<file path="src/rtl/f16fr_pkg.sv">
// Shared definitions for the Fletcher-16 frame receiver.
// Holds the result kind codes, field widths and the modulo-255 add helper.
// No dependencies.
package f16fr_pkg;

    localparam int unsigned BYTE_W  = 8;
    localparam int unsigned CHECK_W = 16;
    localparam int unsigned KIND_W  = 2;
    // data_byte, byte_index, frame_length, computed_check, received_check
    localparam int unsigned RESULT_W = 3 * BYTE_W + 2 * CHECK_W;

    localparam logic [BYTE_W-1:0] SYNC_RESET = 8'h99;
    localparam logic [BYTE_W:0]   MOD_VALUE  = 9'd255;

    typedef enum logic [KIND_W-1:0] {
        KIND_PAYLOAD  = 2'd0,
        KIND_ACCEPT   = 2'd1,
        KIND_MISMATCH = 2'd2
    } result_kind_t;

    // Both operands stay below 256, so one conditional subtract reduces the sum.
    function automatic logic [BYTE_W-1:0] mod255_add(
        input logic [BYTE_W-1:0] a,
        input logic [BYTE_W-1:0] b
    );
        logic [BYTE_W:0] s;
        s = {1'b0, a} + {1'b0, b};
        if (s >= MOD_VALUE)
        begin
            s = s - MOD_VALUE;
        end
        return s[BYTE_W-1:0];
    endfunction

endpackage

</file>
<file path="src/rtl/fletcher16_frame_receiver.sv">
// Fletcher-16 frame receiver: sync hunt, length, payload pass-through, check verdict.
// Depends on f16fr_pkg for kind codes, widths and the modulo-255 add.
// A result is registered and valid in the cycle after its causing byte is accepted.
// Throughput: one byte per cycle unless a held result stalls input (m_tready low);
// a new byte enters while the previous result is taken in the same cycle.
// Reset (rst_n low, asynchronous): hunt for sync, sums and counters cleared,
// sync value 0x99, no result pending.
module fletcher16_frame_receiver
(
    input  logic                           clk,
    input  logic                           rst_n,
    // Configuration: sync_value.
    input  logic                           cfg_valid,
    output logic                           cfg_ready,
    input  logic [f16fr_pkg::BYTE_W-1:0]   cfg_data,
    // Slave side. tdata: rx_byte.
    input  logic                           s_tvalid,
    output logic                           s_tready,
    input  logic [f16fr_pkg::BYTE_W-1:0]   s_tdata,
    // Master side. tdata from bit 0 up: data_byte, byte_index, frame_length,
    // computed_check, received_check. tuser: result_kind.
    output logic                           m_tvalid,
    input  logic                           m_tready,
    output logic [f16fr_pkg::RESULT_W-1:0] m_tdata,
    output logic [f16fr_pkg::KIND_W-1:0]   m_tuser
);
    import f16fr_pkg::*;

    typedef enum logic [1:0] {
        PH_SYNC  = 2'd0,
        PH_LEN   = 2'd1,
        PH_DATA  = 2'd2,
        PH_CHECK = 2'd3
    } phase_t;

    phase_t              phase_reg, phase_next;
    logic [BYTE_W-1:0]   sync_reg, sync_next;
    logic [BYTE_W-1:0]   length_reg, length_next;
    logic [BYTE_W-1:0]   count_reg, count_next;
    logic [BYTE_W-1:0]   sum_low_reg, sum_low_next;
    logic [BYTE_W-1:0]   sum_high_reg, sum_high_next;
    logic [BYTE_W-1:0]   check_low_reg, check_low_next;
    logic                check_seen_reg, check_seen_next;

    logic                out_valid_reg, out_valid_next;
    result_kind_t        out_kind_reg, out_kind_next;
    logic [BYTE_W-1:0]   out_byte_reg, out_byte_next;
    logic [BYTE_W-1:0]   out_index_reg, out_index_next;
    logic [BYTE_W-1:0]   out_length_reg, out_length_next;
    logic [CHECK_W-1:0]  out_computed_reg, out_computed_next;
    logic [CHECK_W-1:0]  out_received_reg, out_received_next;

    logic                in_fire;
    logic [BYTE_W-1:0]   base_low;
    logic [BYTE_W-1:0]   base_high;
    logic [BYTE_W-1:0]   fold_low;
    logic [BYTE_W-1:0]   fold_high;
    logic [BYTE_W-1:0]   count_inc;
    logic [CHECK_W-1:0]  computed;
    logic [CHECK_W-1:0]  received;

    assign cfg_ready = 1'b1;
    assign s_tready  = !out_valid_reg || m_tready;
    assign in_fire   = s_tvalid && s_tready;

    // A length byte restarts both sums from zero before it is folded in.
    assign base_low  = (phase_reg == PH_LEN) ? '0 : sum_low_reg;
    assign base_high = (phase_reg == PH_LEN) ? '0 : sum_high_reg;
    assign fold_low  = mod255_add(base_low, s_tdata);
    assign fold_high = mod255_add(base_high, fold_low);
    assign count_inc = count_reg + 1'b1;
    assign computed  = {sum_high_reg, sum_low_reg};
    assign received  = {s_tdata, check_low_reg};

    always_comb
    begin
        phase_next        = phase_reg;
        sync_next         = cfg_valid ? cfg_data : sync_reg;
        length_next       = length_reg;
        count_next        = count_reg;
        sum_low_next      = sum_low_reg;
        sum_high_next     = sum_high_reg;
        check_low_next    = check_low_reg;
        check_seen_next   = check_seen_reg;
        out_valid_next    = m_tready ? 1'b0 : out_valid_reg;
        out_kind_next     = out_kind_reg;
        out_byte_next     = out_byte_reg;
        out_index_next    = out_index_reg;
        out_length_next   = out_length_reg;
        out_computed_next = out_computed_reg;
        out_received_next = out_received_reg;

        if (in_fire)
        begin
            unique case (phase_reg)
                PH_SYNC:
                begin
                    if (s_tdata == sync_reg)
                    begin
                        phase_next = PH_LEN;
                    end
                end
                PH_LEN:
                begin
                    length_next     = s_tdata;
                    count_next      = '0;
                    sum_low_next    = fold_low;
                    sum_high_next   = fold_high;
                    check_low_next  = '0;
                    check_seen_next = 1'b0;
                    phase_next      = (s_tdata == '0) ? PH_CHECK : PH_DATA;
                end
                PH_DATA:
                begin
                    sum_low_next      = fold_low;
                    sum_high_next     = fold_high;
                    out_valid_next    = 1'b1;
                    out_kind_next     = KIND_PAYLOAD;
                    out_byte_next     = s_tdata;
                    out_index_next    = count_reg;
                    out_length_next   = length_reg;
                    out_computed_next = '0;
                    out_received_next = '0;
                    count_next        = count_inc;
                    if (count_inc == length_reg)
                    begin
                        phase_next = PH_CHECK;
                    end
                end
                PH_CHECK:
                begin
                    if (!check_seen_reg)
                    begin
                        check_low_next  = s_tdata;
                        check_seen_next = 1'b1;
                    end
                    else
                    begin
                        out_valid_next    = 1'b1;
                        out_kind_next     = (computed == received) ? KIND_ACCEPT
                                                                   : KIND_MISMATCH;
                        out_byte_next     = '0;
                        out_index_next    = '0;
                        out_length_next   = length_reg;
                        out_computed_next = computed;
                        out_received_next = received;
                        check_seen_next   = 1'b0;
                        phase_next        = PH_SYNC;
                    end
                end
                default:
                begin
                    phase_next = PH_SYNC;
                end
            endcase
        end
    end

    always_ff @(posedge clk or negedge rst_n)
    begin
        if (!rst_n)
        begin
            phase_reg        <= PH_SYNC;
            sync_reg         <= SYNC_RESET;
            length_reg       <= '0;
            count_reg        <= '0;
            sum_low_reg      <= '0;
            sum_high_reg     <= '0;
            check_low_reg    <= '0;
            check_seen_reg   <= 1'b0;
            out_valid_reg    <= 1'b0;
            out_kind_reg     <= KIND_PAYLOAD;
            out_byte_reg     <= '0;
            out_index_reg    <= '0;
            out_length_reg   <= '0;
            out_computed_reg <= '0;
            out_received_reg <= '0;
        end
        else
        begin
            phase_reg        <= phase_next;
            sync_reg         <= sync_next;
            length_reg       <= length_next;
            count_reg        <= count_next;
            sum_low_reg      <= sum_low_next;
            sum_high_reg     <= sum_high_next;
            check_low_reg    <= check_low_next;
            check_seen_reg   <= check_seen_next;
            out_valid_reg    <= out_valid_next;
            out_kind_reg     <= out_kind_next;
            out_byte_reg     <= out_byte_next;
            out_index_reg    <= out_index_next;
            out_length_reg   <= out_length_next;
            out_computed_reg <= out_computed_next;
            out_received_reg <= out_received_next;
        end
    end

    assign m_tvalid = out_valid_reg;
    assign m_tuser  = out_kind_reg;
    assign m_tdata  = {out_received_reg, out_computed_reg, out_length_reg,
                       out_index_reg, out_byte_reg};

endmodule
</file>
<file path="config.mk">
export PLATFORM = sky130hd
export DESIGN_NAME = fletcher16_frame_receiver
export DESIGN_NICKNAME = d
export VERILOG_FILES = /design/src/rtl/f16fr_pkg.sv /design/src/rtl/fletcher16_frame_receiver.sv
export SDC_FILE = /design/constraint.sdc
export NUM_CORES = 1
export LEC_CHECK = 0
export BUFFER_PORTS_ARGS = -buffer_cell sky130_fd_sc_hd__buf_2
export CORE_MARGIN = 4
export CORE_UTILIZATION = 48
export CTS_CLUSTER_SIZE = 20
export DETAILED_ROUTE_END_ITERATION = 12
export GPL_TIMING_DRIVEN = 1
export PLACE_DENSITY = 0.68
export SLEW_MARGIN = 0
export SYNTH_ARGS = -nofsm -noshare
export SYNTH_HDL_FRONTEND = slang
export SYNTH_SLANG_ARGS = --single-unit
</file>
<file path="constraint.sdc">
create_clock -name clk -period 6.15 [get_ports clk]
set_clock_uncertainty 0.15 [all_clocks]
set_input_delay 0.615 -clock clk [delete_from_list [all_inputs] [get_ports clk]]
set_output_delay 0.615 -clock clk [all_outputs]
set_load 0.005 [all_outputs]
</file>
==> out/results.ini, run 1 <==
[yosys]
synthesis.area_sq_um = 6150
avgSynthCellArea_sq_um = 10.5
postSynthCellCount = 584
yosysWarnings = 0
ys.flop_type = dfrtp_1
yosysTopAreaCellShare_pct = 43.1
yosysTopAreaCell = dfrtp_1
ys_top_cells_by_area = dfrtp_1, a22o_1, mux2_2, xnor2_1, ha_1
seq_area_frac_synth_pct = 44.8
syn_nets = 631
synth-edff-count = 0
async_reset_ff_share_pct = 100
synth-seq-cells = 110
synth.distinct_cells = 67

[timing]
period_needed_ps = 5750
drv_slew = 0
max_freq_mhz = 174
worst_pin_slew_ps = 976
period_share_pct = 93.5
finalSetupViolations = 0
hold_viol = 0
rsz0062_at_grt = yes
setup_ws_ps = 398
timing.setup.tns_ps = 0
max-slew-margin-rel_pct = 34.9

[drt]
dr.first_iter.drc_count = 261
drc_errors = 0
vias_per_cell = 5.74
post_drt_wl_per_cell_um = 19.0
first_pass_iters = 4
vias = 4715
wl_um = 15600
ant_nets = 0

[layout]
fin_nets = 691
area_growth_pct = 13.7
insertedDiodeCount = 0
drive_gt1_share_pct = 24.0

[worst_hold_path]
min_path_type = primary input to asynchronous set/reset pin

[floorplanning]
start_util_pct = 48.9
die-height_um = 121
pin_count = 82
core_sq_um = 12600
dieArea_sq_um = 14700
die_x_um = 121
fp-row-count = 41

[worst_setup_path]
cp.required_ps = 6220
worstSetupEndpointType = register
path_class = register to register
crit_fanout = 12
start_kind = register
worst_ep_arrival_time_ps = 5820

[global_route]
globalRouteOverflowTotal = 0
grt_pass1_vias = 4879
grt_start_max_net_pins = 72
antenna_found_initial = 0
grt_pass1_wl_um = 25800
gr-usage-all-layers_pct = 22.2

[run_status]
status = complete, no violations

[cts]
cts.root.buffer_cell = clkbuf_16
path_clk_slew_ps = 80
cts_sinks = 110
clk_path_buf_depth = 2
cts_made_buffers = 9
h-tree-depth = 3
insertion_delay_ps = 360
cts_tree = done
holdBufCountCts = 0

[run]
drv_cap = 0

[placed_design]
globalplace.congestion = 0.919
pre_cts_slack_ps = 354
dp_hpwl_um = 11300
port_buffers = 80

## worst paths after layout
kind / from / to / slack [ps] / cells past startpoint
worst max-delay path: phase_reg[1] / sum_high_reg[2] / 400 / 19
worst min-delay path: rst_n / out_byte_reg[4] / 170 / 1
worst max register to register: phase_reg[1] / sum_high_reg[2] / 400 / 19
worst min register to register: out_index_reg[1] / out_index_reg[1] / 330 / 2
max in group asynchronous: rst_n / out_received_reg[2] / 4510 / 2
min in group clk: out_index_reg[1] / out_index_reg[1] / 330 / 2
## Yosys cell counts (all sizes together) (2+ instances only)
cell type / count
nand4b: 3
nand3: 14
nor3: 10
a31oi: 6
and2: 2
clkbuf: 31
o31a: 2
xnor2: 38
o21bai: 2
nand4: 12
or4: 3
buf: 4
a22o: 41
nor4: 5
nand2: 48
nor2b: 19
xor2: 9
fa: 2
a211oi: 7
o41ai: 3
a21oi: 12
o31ai: 9
a21o: 5
o21a: 7
or3: 5
and3: 5
o21ai: 37
nand2b: 19
dfrtp: 106
ha: 24
dfstp: 4
mux2: 31
inv: 14
nor2: 24
o22ai: 2
o311ai: 4
## kinds of logic after synthesis
kind of cell	after synthesis	share of synthesized area [%]
other cells	1	0.0610
mux	32	5.96
fa+ha+maj	26	5.53
flops	110	44.8
buf+inv	49	3.23
xor+xnor	48	7.30
compound gates	147	18.6
simple gates	171	14.5
## timing repair
item,CTS,global route
endpoints found under the setup margin,0,6
resized for setup,0,3
setup buffers,0,0
## worst max-delay path, cell delays in order, from the launching register on
cell and delay [ps]:
dfrtp_1 410, inv_1 100, ha_1 290, buf_4 210, nand2b_1 190, fa_1 520, nand2b_4 200, a21oi_1 290
xnor2_2 190, nand3_2 190, o41ai_4 400, mux2_4 360, fa_1 530, a211oi_2 280, o21bai_1 130, a211oi_2 410
inv_1 240, and3_1 240, o21ai_0 130, o311ai_0 140
## cell usage in the layout, fill, tap and decap left out, types with 7 or more instances in the layout
master	n
o21ai_0	36
o31ai_1	8
dfrtp_1	106
nand2_1	47
xnor2_1	37
xor2_1	7
nor3_1	10
nor2b_1	19
ha_1	24
o21a_1	7
nand3_1	13
mux2_2	29
nand2b_1	18
a21oi_1	12
inv_1	14
nor2_1	21
nand4_1	12
a22o_1	41
clkbuf_16	9
buf_2	79
## area by class of cell
cell class	count	area [sq um]
well taps	172	215
inverters	14	52.6
repair buffers	84	433
flip-flops and latches	110	2760
clock inverters	7	90.1
clock buffers	9	225
fillers	1078	5580
multi-input cells	425	3220
## metrics by stage
step | instance area [sq um] | cells | util (%) | hold slack [ps]
global placement | 6660 | 805 | 53.0 | 307
detailed placement | 6660 | 805 | 53.0 | 316
CTS | 6970 | 821 | 55.5 | 204
finish | 6990 | 821 | 55.6 | 173
floorplan | 6150 | 584 | - | 169
global route | 6990 | 821 | 55.6 | 240
## metal layers
metal,global-route usage [%],vias to the layer above,part of all wire (%)
met5,0,-,0
met4,7.21,0,2.4
met2,36.5,126,49
met3,5.03,27,5.4
met1,29.3,2330,44
li1,-,2232,-
Power of run 1 is not shown: default switching activity piles up to over one toggle a cycle in this logic, so the estimate is an artifact.
==> inputs of run 2 (changes only) <==
--- a/config.mk
+++ b/config.mk
@@ -5,6 +5,7 @@
 export SDC_FILE = /design/constraint.sdc
 export NUM_CORES = 1
 export LEC_CHECK = 0
+export ABC_AREA = 1
 export BUFFER_PORTS_ARGS = -buffer_cell sky130_fd_sc_hd__buf_2
 export CORE_MARGIN = 4
 export CORE_UTILIZATION = 48
==> out/results.ini, run 2 <==
[run_status]
status = complete, no violations

[cts]
cts_sinks = 110
holdBufCountCts = 0
postCtsSetupBuffers = 0
path_clk_slew_ps = 70
cts.root.buffer_cell = clkbuf_16
cts_tree = done
h-tree-depth = 3
cts_made_buffers = 9
clk_path_buf_depth = 2
cts_resized = 0
insertion_delay_ps = 350

[layout]
final_cell_mix = nand2_1, inv_1, dfrtp_1
area_growth_pct = 13.7
fin_nets = 918
drive_gt1_share_pct = 16.7
num-fill-cells = 1260
final_common_cell = nand2_1
insertedDiodeCount = 0

[yosys]
synth-edff-count = 0
synthAdderAreaFrac_pct = 5.42
yosysTopAreaCellShare_pct = 42.2
synthesis.area_sq_um = 6280
yosys.area_share.xor_xnor_pct = 3.47
yosysWarnings = 0
synthMuxAreaShare_pct = 0.538
async_reset_ff_share_pct = 100
synth-compound-area-share_pct = 10.8
ys_top_cells_by_area = dfrtp_1, nand2_1, inv_1, ha_1, o21ai_0
yosys.area_share.simple_pct = 27.6
seq_area_frac_synth_pct = 43.9
synthTopCellsByCount = nand2_1, inv_1, dfrtp_1
yosysTopAreaCell = dfrtp_1
postSynthCellCount = 798
synth.distinct_cells = 46
yosysMostFrequentCell = nand2_1
syn_nets = 845
synth_top_family_by_area = simple AND/OR/NAND/NOR gates
avgSynthCellArea_sq_um = 7.87
ys.flop_type = dfrtp_1
synth-seq-cells = 110

[drt]
dr.first_iter.drc_count = 452
first_pass_iters = 7
vias = 5352
vias_per_cell = 5.11
post_drt_wl_per_cell_um = 15.1
ant_nets = 0
wl_um = 15800
drc_errors = 0

[floorplanning]
core_sq_um = 12700
dieArea_sq_um = 15000
die_x_um = 122
die-height_um = 122
pin_count = 82
start_util_pct = 49.4
fp-row-count = 41

[timing]
finalSetupViolations = 0
period_needed_ps = 5200
period_share_pct = 84.5
worst_pin_slew_ps = 938
hold_viol = 0
max-slew-margin-rel_pct = 37.4
drv_slew = 0
max_freq_mhz = 192
timing.setup.tns_ps = 0
rsz0062_at_grt = no

[global_route]
grt_pass1_vias = 5184
globalRouteOverflowTotal = 0
gr-usage-all-layers_pct = 22.2
grt_pass1_wl_um = 26200
antenna_found_initial = 0
grt_start_max_net_pins = 80

[worst_setup_path]
r2r_start = phase_reg[1]
path_class = register to register
crit_slowest_cell = fa_1
endpoint = sum_high_reg[1]
startpoint = phase_reg[1]
worstSetupEndpointType = register
crit_fanout = 9
cp.required_ps = 6230
worst_ep_arrival_time_ps = 5280
start_kind = register
rrSetupSlack_ps = 950
reg2reg_depth = 28
cpPeakStageDelay_ps = 540
r2r-end = sum_high_reg[1]

[placed_design]
port_buffers = 80
dp_hpwl_um = 11600
globalplace.congestion = 0.868

[power]
seq_power_share_pct = 27.0
power_density_nw_per_um2 = 614
vdd_drop_max_uv = 405
leakage_uw = 0.00383
report.power.total_uw = 4380
pwr-share-comb_pct = 59.4
pwr-share-clk_pct = 13.6
power.switching_uw = 2130
swShare_pct = 48.6
internal_power_uw = 2250

[worst_hold_path]
min_path_type = primary input to asynchronous set/reset pin

[run]
drv_cap = 0

run 2: logic make-up after synthesis:
logic type,count (synthesis)
and+or+nand+nor,383
buffers and inverters,136
AOI/OAI and AO/OA,115
DFF,110
adders and majority gates,26
xor gates and xnor gates,24
muxes,3
other,1
run 2: cell type report:
type,count,area (sq um),share of cell area (%)
Multi-Input combinational cell,552,3000,42.1
Sequential cell,110,2760,38.6
Clock buffer,9,225,3.16
Timing Repair Buffer,83,425,5.96
Inverter,115,432,6.05
Clock inverter,7,80.1,1.12
Tap cell,172,215,3.01
run 2: worst min path at each step:
| stage | startpoint | endpoint | slack [ps] | cells after the start |
|---|---|---|---|---|
| after global placement | out_length_reg[5] | out_length_reg[5] | 300 | 2 |
| after global routing | rst_n | out_received_reg[3] | 130 | 1 |
| final | rst_n | out_byte_reg[3] | 100 | 1 |
| after CTS | rst_n | out_received_reg[8] | 120 | 1 |
| after floorplan | rst_n | check_low_reg[0] | 170 | 0 |
| after detailed placement | out_length_reg[5] | out_length_reg[5] | 300 | 2 |
run 2: power by group through the flow:
stage / Sequential (uW) / Combinational, uW / Clock [uW]
CTS: 1180 / 2600 / 604
finish: 1180 / 2600 / 597
global placement: 1190 / 2570 / 0
floorplan: 1150 / 1970 / 0
global route: 1210 / 3000 / 637
detailed placement: 1190 / 2590 / 0
run 2: worst max-delay path, delay by kind of cell, from the launching register on:
kind,cells,cell delay [ps]
and+or+nand+nor,16,2090
buffers and inverters,5,350
DFF,1,420
adders and majority gates,7,2030
run 2: per-stage QoR:
stage          std cells  hold WS (ps)  utilization [%]  setup slack, ps  area (sq um)
3_5_place_dp        1032           303             53.7              998          6830
6_report            1048           104             56.1              950          7140
3_3_place_gp        1032           301             53.7             1140          6830
4_1_cts             1048           115             56.1              970          7140
5_1_grt             1048           131             56.1              464          7140
2_1_floorplan        798           169                -              958          6280
run 2: routing by layer:
metal / track usage, % / vias up / wire length [um]
met2: 36.9 / 136 / 7520
li1: - / 2702 / -
met4: 6.86 / 0 / 312
met1: 30.6 / 2493 / 7280
met3: 2.26 / 21 / 671
met5: 0 / - / 0
(Power assumes the default switching activity.)
